--- config.mk ---
export PLATFORM = sky130hd
export DESIGN_NAME = depth_column_ray_extractor_top
export DESIGN_NICKNAME = d
export VERILOG_FILES = /design/src/dcre_pkg.sv /design/src/dcre_lane.sv /design/src/dcre_merge.sv /design/src/depth_column_ray_extractor_top.sv
export SDC_FILE = /design/constraint.sdc
export NUM_CORES = 2
export LEC_CHECK = 0
export ABC_CLOCK_PERIOD_IN_PS = 10230
export BUFFER_PORTS_ARGS = -buffer_cell sky130_fd_sc_hd__buf_2
export CAP_MARGIN = 10
export CORE_UTILIZATION = 63
export DETAILED_ROUTE_END_ITERATION = 12
export PLACE_DENSITY = 0.88
export SYNTH_ARGS = -nofsm -noshare
export SYNTH_HDL_FRONTEND = slang
export SYNTH_SLANG_ARGS = --single-unit
--- constraint.sdc ---
create_clock -name clk -period 10.23 [get_ports clk]
set_clock_uncertainty 0.05 [all_clocks]
set_input_delay 1.023 -clock clk [delete_from_list [all_inputs] [get_ports clk]]
set_output_delay 1.023 -clock clk [all_outputs]
set_load 0.02 [all_outputs]
--- src/dcre_pkg.sv ---
// dcre_pkg: shared types, widths and constant tables for the depth column ray extractor
// no dependencies
package dcre_pkg;

  localparam int ROWS_PER_COLUMN = 8;
  localparam int MM_W            = 16;
  localparam int KEY_W           = MM_W + 1;
  localparam int LANE_W          = $clog2(ROWS_PER_COLUMN);
  localparam int CNT_W           = $clog2(ROWS_PER_COLUMN + 1);
  localparam int SENSOR_W        = 2;
  localparam int COLUMN_W        = 3;
  localparam int HEAD_W          = 14;
  localparam int BEAR_W          = 15;
  localparam int CFG_IDX_W       = 2;

  // register indexes on the configuration port
  localparam logic [CFG_IDX_W-1:0] CFG_MIN_VALID   = 2'd0;
  localparam logic [CFG_IDX_W-1:0] CFG_MAX_VALID   = 2'd1;
  localparam logic [CFG_IDX_W-1:0] CFG_FREE_MARGIN = 2'd2;
  localparam logic [CFG_IDX_W-1:0] CFG_HIT_LIMIT   = 2'd3;

  localparam logic [MM_W-1:0] MIN_VALID_RST   = 16'd100;
  localparam logic [MM_W-1:0] MAX_VALID_RST   = 16'd4000;
  localparam logic [MM_W-1:0] FREE_MARGIN_RST = 16'd80;
  localparam logic [MM_W-1:0] HIT_LIMIT_RST   = 16'd3500;

  // sort key: msb set for a reading outside the window so it ranks last
  typedef logic [KEY_W-1:0]                     key_t;
  typedef key_t [ROWS_PER_COLUMN-1:0]           key_vec_t;
  typedef logic [LANE_W-1:0]                    rank_t;
  typedef rank_t [ROWS_PER_COLUMN-1:0]          rank_vec_t;
  typedef logic [CNT_W-1:0]                     cnt_t;

  // pipeline load enables
  typedef struct packed {
    logic ld1;
    logic ld2;
    logic ld3;
  } dcre_ctrl_t;

  // sensor facing base angle in sixteenths of a degree
  function automatic logic signed [BEAR_W-1:0] sensor_base(input logic [SENSOR_W-1:0] s);
    logic signed [BEAR_W-1:0] b;
    case (s)
      2'd0:    b = 15'sd0;
      2'd1:    b = 15'sd1440;
      2'd2:    b = 15'sd2880;
      2'd3:    b = -15'sd1440;
      default: b = 15'sd0;
    endcase
    return b;
  endfunction

  // centre of column c across a 45 degree field of view: (2c - 7) * 45
  function automatic logic signed [BEAR_W-1:0] column_offset(input logic [COLUMN_W-1:0] c);
    logic signed [BEAR_W-1:0] o;
    case (c)
      3'd0:    o = -15'sd315;
      3'd1:    o = -15'sd225;
      3'd2:    o = -15'sd135;
      3'd3:    o = -15'sd45;
      3'd4:    o = 15'sd45;
      3'd5:    o = 15'sd135;
      3'd6:    o = 15'sd225;
      3'd7:    o = 15'sd315;
      default: o = 15'sd0;
    endcase
    return o;
  endfunction

endpackage

--- src/dcre_lane.sv ---
// dcre_lane: one row lane, window gate then rank of its reading among all rows
// depends on dcre_pkg
module dcre_lane (
  input  logic                        clk,
  input  dcre_pkg::dcre_ctrl_t        ctrl,
  input  logic [dcre_pkg::LANE_W-1:0] lane_id,
  input  logic [dcre_pkg::MM_W-1:0]   reading,
  input  logic [dcre_pkg::MM_W-1:0]   min_valid_mm,
  input  logic [dcre_pkg::MM_W-1:0]   max_valid_mm,
  input  dcre_pkg::key_vec_t          keys_s1,
  output dcre_pkg::key_t              key_s1_r,
  output dcre_pkg::key_t              key_s2_r,
  output dcre_pkg::rank_t             rank_r
);
  import dcre_pkg::*;

  logic                       in_window;
  logic [ROWS_PER_COLUMN-1:0] below;
  rank_t                      rank_nxt;

  assign in_window = (reading >= min_valid_mm) && (reading <= max_valid_mm);

  // lower rows win ties so the ranks form a permutation
  always_comb begin
    for (int j = 0; j < ROWS_PER_COLUMN; j++) begin
      below[j] = (keys_s1[j] < key_s1_r) ||
                 ((keys_s1[j] == key_s1_r) && (LANE_W'(j) < lane_id));
    end
    rank_nxt = LANE_W'($countones(below));
  end

  always_ff @(posedge clk) begin
    if (ctrl.ld1) begin
      key_s1_r <= {~in_window, reading};
    end
    if (ctrl.ld2) begin
      key_s2_r <= key_s1_r;
      rank_r   <= rank_nxt;
    end
  end

endmodule

--- src/dcre_merge.sv ---
// dcre_merge: picks the lane ranked at count/2 and forms span, hit and output registers
// depends on dcre_pkg
module dcre_merge (
  input  logic                               clk,
  input  dcre_pkg::dcre_ctrl_t               ctrl,
  input  dcre_pkg::key_vec_t                 keys_s2,
  input  dcre_pkg::rank_vec_t                ranks_s2,
  input  dcre_pkg::cnt_t                     count_s2,
  input  logic signed [dcre_pkg::BEAR_W-1:0] bearing_s2,
  input  logic [dcre_pkg::MM_W-1:0]          free_margin_mm,
  input  logic [dcre_pkg::MM_W-1:0]          hit_limit_mm,
  output logic [dcre_pkg::MM_W-1:0]          range_mm_r,
  output logic                               range_valid_r,
  output logic [dcre_pkg::MM_W-1:0]          free_span_mm_r,
  output logic                               obstacle_hit_r,
  output logic signed [dcre_pkg::BEAR_W-1:0] bearing_r
);
  import dcre_pkg::*;

  rank_t           sel;
  logic [MM_W-1:0] median;
  logic            any_kept;
  logic [MM_W-1:0] span;

  assign sel      = LANE_W'(count_s2 >> 1);
  assign any_kept = (count_s2 != '0);

  // ranks are a permutation, so exactly one lane matches
  always_comb begin
    median = '0;
    for (int i = 0; i < ROWS_PER_COLUMN; i++) begin
      if (ranks_s2[i] == sel) begin
        median = median | keys_s2[i][MM_W-1:0];
      end
    end
    if (!any_kept) begin
      median = '0;
    end
    span = (median > free_margin_mm) ? (median - free_margin_mm) : '0;
  end

  always_ff @(posedge clk) begin
    if (ctrl.ld3) begin
      range_mm_r     <= median;
      range_valid_r  <= any_kept;
      free_span_mm_r <= span;
      obstacle_hit_r <= any_kept && (median <= hit_limit_mm);
      bearing_r      <= bearing_s2;
    end
  end

endmodule

--- src/depth_column_ray_extractor_top.sv ---
// one column per cycle sustained while out_stall is low
// an input request passes three stages to the result request: gate, rank compare, merge select
// a stall on the result side backs up stage by stage; bubbles between stages are squeezed out
// reset (rst_n low, synchronous) empties the pipeline and loads the window, margin and hit limit
// defaults of 100, 4000, 80 and 3500 mm; payload registers are not reset
// depends on dcre_pkg, dcre_lane, dcre_merge
module depth_column_ray_extractor_top (
  input  logic                                clk,
  input  logic                                rst_n,
  // input column requests
  input  logic                                in_valid,
  output logic                                in_stall,
  input  logic [dcre_pkg::MM_W-1:0]           in_reading_0,
  input  logic [dcre_pkg::MM_W-1:0]           in_reading_1,
  input  logic [dcre_pkg::MM_W-1:0]           in_reading_2,
  input  logic [dcre_pkg::MM_W-1:0]           in_reading_3,
  input  logic [dcre_pkg::MM_W-1:0]           in_reading_4,
  input  logic [dcre_pkg::MM_W-1:0]           in_reading_5,
  input  logic [dcre_pkg::MM_W-1:0]           in_reading_6,
  input  logic [dcre_pkg::MM_W-1:0]           in_reading_7,
  input  logic [dcre_pkg::SENSOR_W-1:0]       in_sensor_index,
  input  logic [dcre_pkg::COLUMN_W-1:0]       in_column_index,
  input  logic signed [dcre_pkg::HEAD_W-1:0]  in_heading_sixteenths,
  // result requests
  output logic                                out_valid,
  input  logic                                out_stall,
  output logic [dcre_pkg::MM_W-1:0]           out_range_mm,
  output logic                                out_range_valid,
  output logic [dcre_pkg::MM_W-1:0]           out_free_span_mm,
  output logic                                out_obstacle_hit,
  output logic signed [dcre_pkg::BEAR_W-1:0]  out_bearing_sixteenths,
  // configuration writes
  input  logic                                cfg_valid,
  output logic                                cfg_ready,
  input  logic [dcre_pkg::CFG_IDX_W-1:0]      cfg_index,
  input  logic [dcre_pkg::MM_W-1:0]           cfg_data
);
  import dcre_pkg::*;

  // configuration registers
  logic [MM_W-1:0] min_valid_r,   min_valid_nxt;
  logic [MM_W-1:0] max_valid_r,   max_valid_nxt;
  logic [MM_W-1:0] free_margin_r, free_margin_nxt;
  logic [MM_W-1:0] hit_limit_r,   hit_limit_nxt;

  // stage occupancy
  logic v1_r, v1_nxt;
  logic v2_r, v2_nxt;
  logic v3_r, v3_nxt;

  dcre_ctrl_t ctrl;

  logic [MM_W-1:0] readings [ROWS_PER_COLUMN];

  key_vec_t  keys_s1;
  key_vec_t  keys_s2;
  rank_vec_t ranks_s2;

  cnt_t count_r;
  logic signed [BEAR_W-1:0] bearing_s1_r;
  logic signed [BEAR_W-1:0] bearing_s2_r;
  logic signed [BEAR_W-1:0] bearing_in;

  // msb of each key marks a reading outside the window
  function automatic logic [ROWS_PER_COLUMN-1:0] keys_of_msb(input key_vec_t k);
    logic [ROWS_PER_COLUMN-1:0] m;
    for (int i = 0; i < ROWS_PER_COLUMN; i++) begin
      m[i] = k[i][KEY_W-1];
    end
    return m;
  endfunction

  // ---------------------------------------------------------------------------
  // configuration port: always ready, written registers are used live; the user must make writes
  // come only while the pipeline is empty, as the block itself does not check that it is empty
  // ---------------------------------------------------------------------------
  assign cfg_ready = 1'b1;

  always_comb begin
    min_valid_nxt   = min_valid_r;
    max_valid_nxt   = max_valid_r;
    free_margin_nxt = free_margin_r;
    hit_limit_nxt   = hit_limit_r;
    if (cfg_valid && cfg_ready) begin
      case (cfg_index)
        CFG_MIN_VALID:   min_valid_nxt   = cfg_data;
        CFG_MAX_VALID:   max_valid_nxt   = cfg_data;
        CFG_FREE_MARGIN: free_margin_nxt = cfg_data;
        CFG_HIT_LIMIT:   hit_limit_nxt   = cfg_data;
        default: ;
      endcase
    end
  end

  // ---------------------------------------------------------------------------
  // pipeline control: a stage loads when it is empty or its contents move on
  // ---------------------------------------------------------------------------
  always_comb begin
    ctrl.ld3 = v2_r && (!v3_r || !out_stall);
    ctrl.ld2 = v1_r && (!v2_r || ctrl.ld3);
    ctrl.ld1 = in_valid && (!v1_r || ctrl.ld2);
    v3_nxt   = ctrl.ld3 || (v3_r && out_stall);
    v2_nxt   = ctrl.ld2 || (v2_r && !ctrl.ld3);
    v1_nxt   = ctrl.ld1 || (v1_r && !ctrl.ld2);
  end

  assign in_stall  = v1_r && !ctrl.ld2;
  assign out_valid = v3_r;

  always_ff @(posedge clk) begin
    if (!rst_n) begin
      v1_r          <= 1'b0;
      v2_r          <= 1'b0;
      v3_r          <= 1'b0;
      min_valid_r   <= MIN_VALID_RST;
      max_valid_r   <= MAX_VALID_RST;
      free_margin_r <= FREE_MARGIN_RST;
      hit_limit_r   <= HIT_LIMIT_RST;
    end else begin
      v1_r          <= v1_nxt;
      v2_r          <= v2_nxt;
      v3_r          <= v3_nxt;
      min_valid_r   <= min_valid_nxt;
      max_valid_r   <= max_valid_nxt;
      free_margin_r <= free_margin_nxt;
      hit_limit_r   <= hit_limit_nxt;
    end
  end

  // ---------------------------------------------------------------------------
  // bearing: heading plus sensor base plus column centre, no wrap
  // ---------------------------------------------------------------------------
  assign bearing_in = BEAR_W'(in_heading_sixteenths) + sensor_base(in_sensor_index)
                      + column_offset(in_column_index);

  always_ff @(posedge clk) begin
    if (ctrl.ld1) begin
      bearing_s1_r <= bearing_in;
    end
    if (ctrl.ld2) begin
      bearing_s2_r <= bearing_s1_r;
      count_r      <= CNT_W'($countones(~keys_of_msb(keys_s1)));
    end
  end

  // ---------------------------------------------------------------------------
  // row lanes: gate in stage one, rank among all rows in stage two
  // ---------------------------------------------------------------------------
  assign readings[0] = in_reading_0;
  assign readings[1] = in_reading_1;
  assign readings[2] = in_reading_2;
  assign readings[3] = in_reading_3;
  assign readings[4] = in_reading_4;
  assign readings[5] = in_reading_5;
  assign readings[6] = in_reading_6;
  assign readings[7] = in_reading_7;

  for (genvar g = 0; g < ROWS_PER_COLUMN; g++) begin : g_lane
    dcre_lane u_lane (
      .clk          (clk),
      .ctrl         (ctrl),
      .lane_id      (LANE_W'(g)),
      .reading      (readings[g]),
      .min_valid_mm (min_valid_r),
      .max_valid_mm (max_valid_r),
      .keys_s1      (keys_s1),
      .key_s1_r     (keys_s1[g]),
      .key_s2_r     (keys_s2[g]),
      .rank_r       (ranks_s2[g])
    );
  end

  // ---------------------------------------------------------------------------
  // merge: median select, free span, hit flag, result register
  // ---------------------------------------------------------------------------
  dcre_merge u_merge (
    .clk            (clk),
    .ctrl           (ctrl),
    .keys_s2        (keys_s2),
    .ranks_s2       (ranks_s2),
    .count_s2       (count_r),
    .bearing_s2     (bearing_s2_r),
    .free_margin_mm (free_margin_r),
    .hit_limit_mm   (hit_limit_r),
    .range_mm_r     (out_range_mm),
    .range_valid_r  (out_range_valid),
    .free_span_mm_r (out_free_span_mm),
    .obstacle_hit_r (out_obstacle_hit),
    .bearing_r      (out_bearing_sixteenths)
  );

  // ---------------------------------------------------------------------------
  // checks
  // ---------------------------------------------------------------------------
  a_stall_needs_full: assert property (@(posedge clk) disable iff (!rst_n)
    in_stall |-> (v1_r && v2_r && v3_r && out_stall))
    else $error("input stalled with room in the pipeline");

  a_hit_needs_valid: assert property (@(posedge clk) disable iff (!rst_n)
    (out_valid && out_obstacle_hit) |-> out_range_valid)
    else $error("obstacle flagged with no kept reading");

  a_empty_is_zero: assert property (@(posedge clk) disable iff (!rst_n)
    (out_valid && !out_range_valid) |-> (out_range_mm == '0 && out_free_span_mm == '0))
    else $error("range or span non-zero with no kept reading");

  a_span_le_range: assert property (@(posedge clk) disable iff (!rst_n)
    out_valid |-> (out_free_span_mm <= out_range_mm))
    else $error("free span exceeds range");

  a_result_follows: assert property (@(posedge clk) disable iff (!rst_n)
    (v2_r && !v3_r) |=> v3_r)
    else $error("stage two item not moved into an empty result register");

endmodule
Yosys cells after proc, flatten, opt, wreduce, memory -nomap -nowiden
Memory sizes are Yosys's and may differ from the RTL's.
Index checks and enable logic that the tools add are counted.
{"block": "totals", "n_memories": 1, "mem_bits_ro": 112, "inputBits": 170, "out_inout_bits": 52, "word_cells": 318, "regBits": 438}
{"block": "op_classes", "muxes": 10, "n_reduce_logical": 62, "magnitude_cmp": 82, "n_eq_ne": 42, "addsub": 66, "n_bitwise": 16}
{"memory": "(name not given)", "words": 8, "word_bits": 14, "rd": 1, "rd_ports_with_merged_regs": 0, "wr": 0, "line": "dcre_pkg.sv:57", "rtl": "case (c)"}
{"op": "< comparator 17 bit", "count": 64}
{"op": "equality test 17 bit", "count": 28}
{"op": "<= comparator 16 bit", "count": 9}
{"op": "two-way mux 16 bit", "count": 9}
{"op": ">= comparator 16 bit", "count": 8}
{"op": "bitwise OR 16 bit", "count": 7}
{"op": "adder 1 x 1 -> 2 bit", "count": 36}
{"op": "adder 3 bit", "count": 24}
{"op": "case mux 15 bit (4 select lines)", "count": 1}
{"op": "logical OR 1 bit", "count": 34}
{"op": "equality test 3 bit", "count": 8}
{"op": "greater-than comparator 16 bit", "count": 1}
{"op": "subtractor 16 bit", "count": 1}
{"op": "adder 14 x 15 -> 15 bit", "count": 1}
{"op": "adder 15 bit", "count": 1}
{"op": "logical AND 1 bit", "count": 15}
{"op": "equality test 2 bit (second input constant)", "count": 4}
{"op": "inverter 1 bit", "count": 8}
{"op": "inverter 8 bit", "count": 1}
{"op": "AND reduction 2 bit", "count": 4}
{"op": "adder 2 x 2 -> 3 bit", "count": 2}
{"op": "logical NOT 1 bit", "count": 6}
{"op": "adder 3 x 3 -> 4 bit", "count": 1}
{"op": "equality test 2 x 1 -> 1 bit (second input constant)", "count": 2}
{"op": "other kinds (2)", "count": 3}

Depth between registers and ports, before layout
{"block": "logic_depth", "word_depth": 19, "ltp_mapped": 16, "ltp_nobuf": 16}

By module
From an unflattened synthesis, not the netlist that was laid out.
{"block": "unflattened", "cells_unflattened": 5078, "hier_area_um2": 49189.7}
{"mod": "dcre_lane (g_lane[0].u_lane ...)", "instances": 4, "cells_per_inst": 521, "seq_area_each_um2": 1111.1, "area_each_um2": 5053.6}
{"mod": "dcre_lane (g_lane[4].u_lane ...)", "instances": 2, "cells_per_inst": 530, "seq_area_each_um2": 1111.1, "area_each_um2": 5078.6}
{"mod": "dcre_lane (g_lane[6].u_lane)", "instances": 1, "cells_per_inst": 528, "seq_area_each_um2": 1111.1, "area_each_um2": 5067.4}
{"mod": "dcre_lane (g_lane[3].u_lane)", "instances": 1, "cells_per_inst": 524, "seq_area_each_um2": 1111.1, "area_each_um2": 5064.9}
{"mod": "depth_column_ray_extractor_top", "instances": 1, "cells_per_inst": 495, "seq_area_each_um2": 2362.3, "area_each_um2": 4769.6}
{"mod": "dcre_merge", "instances": 1, "cells_per_inst": 387, "seq_area_each_um2": 1471.4, "area_each_um2": 3916.3}

Worst setup path after synthesis
Ideal clock, no wire load.
{"block": "synth_path", "kind": "input to register", "from": "in out_stall", "to": "reg bearing_s2_r[0], enable pin", "t_arrival_ps": 8768, "setup_ps": 725, "required_time_ps": 9455, "cell_stages": 2, "path_slack_ps": 687, "path_buffers": 0, "path_cell_list": "and3_1 nor2b_1"}
{"item": "start: declaration", "line": "depth_column_ray_extractor_top.sv:26", "rtl": "input logic out_stall,"}
{"item": "end signal: assignment", "line": "depth_column_ray_extractor_top.sv:141", "rtl": "bearing_s2_r <= bearing_s1_r;"}
{"item": "end: declaration", "line": "depth_column_ray_extractor_top.sv:61", "rtl": "logic signed [BEAR_W-1:0] bearing_s2_r;"}

Worst setup path after layout
{"block": "layout_path", "from": "reg g_lane[7].u_lane.key_s1_r[8]", "to": "reg g_lane[2].u_lane.rank_r[2] (data pin)"}
{"block": "layout_via", "elab_chain_len": 4}
{"item": "start: declaration", "line": "dcre_lane.sv:11", "rtl": "output dcre_pkg::key_t key_s1_r,"}
{"item": "start signal: assignment", "line": "dcre_lane.sv:34", "rtl": "key_s1_r <= {~in_window, reading};"}
{"item": "< comparator 17 bit", "line": "dcre_lane.sv:26", "rtl": "below[j] = (keys_s1[j] < key_s1_r) ||"}
{"item": "adder 1 x 1 -> 2 bit (implied by the code)", "line": "dcre_lane.sv:29", "rtl": "rank_nxt = LANE_W'($countones(below));"}
{"item": "adder 3 bit (implied by the code) (2 in series)", "line": "dcre_lane.sv:29"}
{"item": "named net g_lane[2].u_lane.rank_nxt[2]", "line": "dcre_lane.sv:19", "rtl": "rank_t rank_nxt;"}
{"item": "end signal: assignment", "line": "dcre_lane.sv:38", "rtl": "rank_r <= rank_nxt;"}
{"item": "end: declaration", "line": "dcre_lane.sv:13", "rtl": "output dcre_pkg::rank_t rank_r"}
The timed path passes the listed nets, and every way through them passes these cells.
A chain may end at the register's enable or synchronous reset.

==> impl_results.md <==
* HP Class: reg -> reg
* CTS tree: done
* Detail Route Antenna Nets at 0
* Final Hold Fails at 0
* Post-CTS setup buffers at 0
* Required time of the critical path at 10540 ps
* Max-cap violations at 0
* Count of cell types in the netlist at between 60 and 70
* Syn. warnings at 0
* CTS sink cnt at around 440
* P_sw at around 2.8 mW
* Int Power at roughly 4.3 mW
* Hold_buf cts at 0
* Total Die Area at roughly 56000 µm²
* Die W at ~240 µm
* Top_reg_cell synth: edfxtp_1
* Worst Path Max Fanout at 5
* I/O pin total at 222
* Num CTS Buffers at 48
* Setup-failing EPs final at 0
* Dpl ws at ~5700 ps
* Cell Pwr Density at approximately 190 nW/µm²
* Switching share of total power at 39.1%
* Avg Cell Area, Syn at 10.8 µm²
* Mux contribution to synthesized area at less than 1%
* Gr usage total at ~42%
* Largest family of logic cells by synthesized area: adder cells
* Drt pass-1 iters at 8
* # fillers at between 3000 and 4000
* TNS Setup at 0 ps
* Routed vias at 28500
* Worst-Skew Late Latency at roughly 600 ps
* Flops & latches, synth at between 400 and 500
* Core outline area at 53900 µm²
* Register area share after synthesis at 36.3%
* First DRT Iteration DRCs at approximately 4200
* Area growth syn-to-layout at 10.2%
* Final GP Congestion at about 1.0
* Setup crit start kind: flip-flop
* Critical path type: reg -> reg
* Min Tclk post-route at ~4800 ps
* Comb power frac at around two fifths
* Vias/cell at 6.85
* Utilization after layout at 70.3%
* Worst Slack Setup Final at 5430 ps
* RSZ-0062 raised after global routing: no
* Simple-gate area share of the yosys netlist at about a tenth
* Peak supply drop at 0.000132 V
* Reg area at around 12000 µm²
* Syn Nets at around 4200
* Vias in the first global route at approximately 27000
* Synth Area in Compound Gates at between 10% and 20%
* Clock transition at the registers of the reported paths at 70 ps
* Clock H-tree levels at 2
* IO Port Bufs at 220
* WL final at 119000 µm
* Crit share post-route at a little under half
* Largest net degree at the start of global routing at roughly 170
* Post-route DRC violation count at 0
* First-pass GRT wire length at about 170000 µm
* Proportion of layout cells with a drive suffix above 1 at under 10%
* Chip Height at ~240 µm
* Reg2Reg Setup Slack at roughly 5400 ps
* Initial antenna violation count at 9
* CP max stage cell: a2111oi_0
* Highest clock rate at 208 MHz
* Congestion Overflow GR at 0
* Post-CTS Resized at 0
* Fraction of registers with async set/reset at 0%
* Multi-input logic area at around 21000 µm²
* Fin nets at 4464
* Slew @ Worst Pin at between 1000 and 1500 ps
* EDFF count, synth at around 370
* Arrival time at the worst endpoint at approximately 5100 ps
* Maximum buffer depth of the clock tree at 3
* CTS Root Cell: clkbuf_16
* Xor-xnor portion of the synthesized cell area at approximately 1.6%
* Outcome: finished, final reports clean
* Post-Synth Adder-Cell Area at 32.4%
* Slew HR at approximately 17%
* Share of total power in the clock network at between 20% and 30%
* Post-Syn Area at 34400 µm²
* Crit-path cells: inv_1 -> ha_1 -> and4_1 -> nand3_1 -> a21oi_1 -> a2111oi_0 -> o211ai_1 -> and2_1 -> ha_1 -> inv_1 -> fa_1 -> fa_1 -> inv_1 -> ha_1 -> xor2_1 -> xnor2_1
* Max stage delay on crit path at between 800 and 900 ps
* Nature of the critical path endpoint: flip-flop
* Num rows at 85
* Routed len/inst at 28.7 µm
* Pleak at approximately 18 nW
* Reg power frac at roughly a third
* Syn Inst Count at ~3200
* Dpl hpwl at between 90000 and 100000 µm
* Initial core utilization at 63.8%
* Slew Viols, Final at 0
* Design area at approximately 38000 µm²
* Dpl cell area at around 36000 µm²
-- cells in the final DEF, fill, tap and decap left out, types with 9 or more instances in the layout --
cell and n:
nand3_1 40, or3_1 9, and2_1 18, a21oi_1 199, nand2_1 162, clkbuf_1 14
a211o_1 9, nor3_1 28, clkbuf_16 48, buf_4 12, o21ai_0 108, o21a_1 11
buf_2 220, a41oi_1 14, xnor2_1 26, a22oi_1 64, and3_1 13, o211ai_1 41
a21o_1 236, nor2b_1 47, xor2_1 38, edfxtp_1 371, nand4_1 150, a211oi_1 61
clkinv_2 9, ha_1 841, dfxtp_1 67, inv_1 275, o21bai_1 9, nand2b_1 14
nor4_1 21, nor2_1 103, a21boi_0 43, fa_1 31
-- synth_stat cells (31+ instances only) --
cell type,instances,share of area (%)
inv_1,275,3.0
edfxtp_1,371,32
ha_1,841,31
xor2_1,38,0.97
a21boi_0,44,0.96
o211ai_1,41,0.90
o21ai_0,108,1.6
a21o_1,236,5.2
nand4_1,150,2.7
a22oi_1,64,1.4
nand3_1,40,0.58
nor2_1,103,1.1
a211oi_1,61,1.3
nand2_1,162,1.8
dfxtp_1,67,3.9
a21oi_1,199,2.9
nor2b_1,49,0.89
fa_1,31,1.8
-- state kept, by name, summed over array words and instances (netlist names), 4 cells and up --
register / flops
g_lane.u_lane.key_s1_r: 136
g_lane.u_lane.key_s2_r: 128
g_lane.u_lane.rank_r: 24
free_margin_r: 16
hit_limit_r: 16
max_valid_r: 16
min_valid_r: 16
u_merge.free_span_mm_r: 16
u_merge.range_mm_r: 16
bearing_s1_r: 15
bearing_s2_r: 15
u_merge.bearing_r: 15
count_r: 4
-- stage by stage --
| stage | hold slack (ps) | instances | power [mW] |
|---|---|---|---|
| floorplan | 350 | 3170 | 4.33 |
| global placement | 351 | 4067 | 5.19 |
| detailed placement | 355 | 4067 | 5.28 |
| CTS | 368 | 4154 | 6.99 |
| global route | 368 | 4160 | 7.42 |
| finish | 364 | 4163 | 7.12 |
-- power groups by stage --
stage,combinational [mW],clock [mW],sequential [mW]
floorplan,1.90,0,2.42
global placement,2.74,0,2.44
detailed placement,2.83,0,2.45
CTS,2.87,1.70,2.42
global route,3.22,1.76,2.43
finish,2.98,1.72,2.43
-- cell type report --
cell class	instances	share of cell area, %
Timing Repair Buffer	235	3.29
Sequential cell	438	32.9
Clock buffer	63	3.34
Tap cell	696	2.30
Antenna cell	8	0.0528
Inverter	275	2.72
Clock inverter	24	0.604
Multi-Input combinational cell	2424	54.8
-- worst max-delay path, delay by kind of cell (launching register included) --
kind,cells,cell delay (ps)
fa+ha+maj,5,1660
compound gates,3,1150
simple gates,3,590
flops,1,460
buf+inv,3,360
xor+xnor,2,280
-- final timing paths --
kind | start | end | depth (start not counted)
max | g_lane[7].u_lane.key_s1_r[8] | g_lane[2].u_lane.rank_r[2] | 16
min | bearing_s2_r[11] | u_merge.bearing_r[11] | 0
max reg2reg | g_lane[7].u_lane.key_s1_r[8] | g_lane[2].u_lane.rank_r[2] | 16
min reg2reg | bearing_s2_r[11] | u_merge.bearing_r[11] | 0
-- cells by family after synthesis --
group | count (synthesis)
mux | 9
xor+xnor | 64
fa+ha+maj | 872
compound gates | 842
buf+inv | 308
other cells | 1
simple gates | 636
flops | 438
-- per-layer routing --
layer | vias to the layer above | wire length (µm) | global-route usage [%]
met3 | 436 | 18300 | 13.2
li1 | 12600 | - | -
met4 | 8 | 6650 | 19.3
met2 | 2079 | 49700 | 62.6
met1 | 13400 | 44800 | 56.7
met5 | - | 69 | 0.433
No activity file was read; power rests on OpenSTA's default activity.
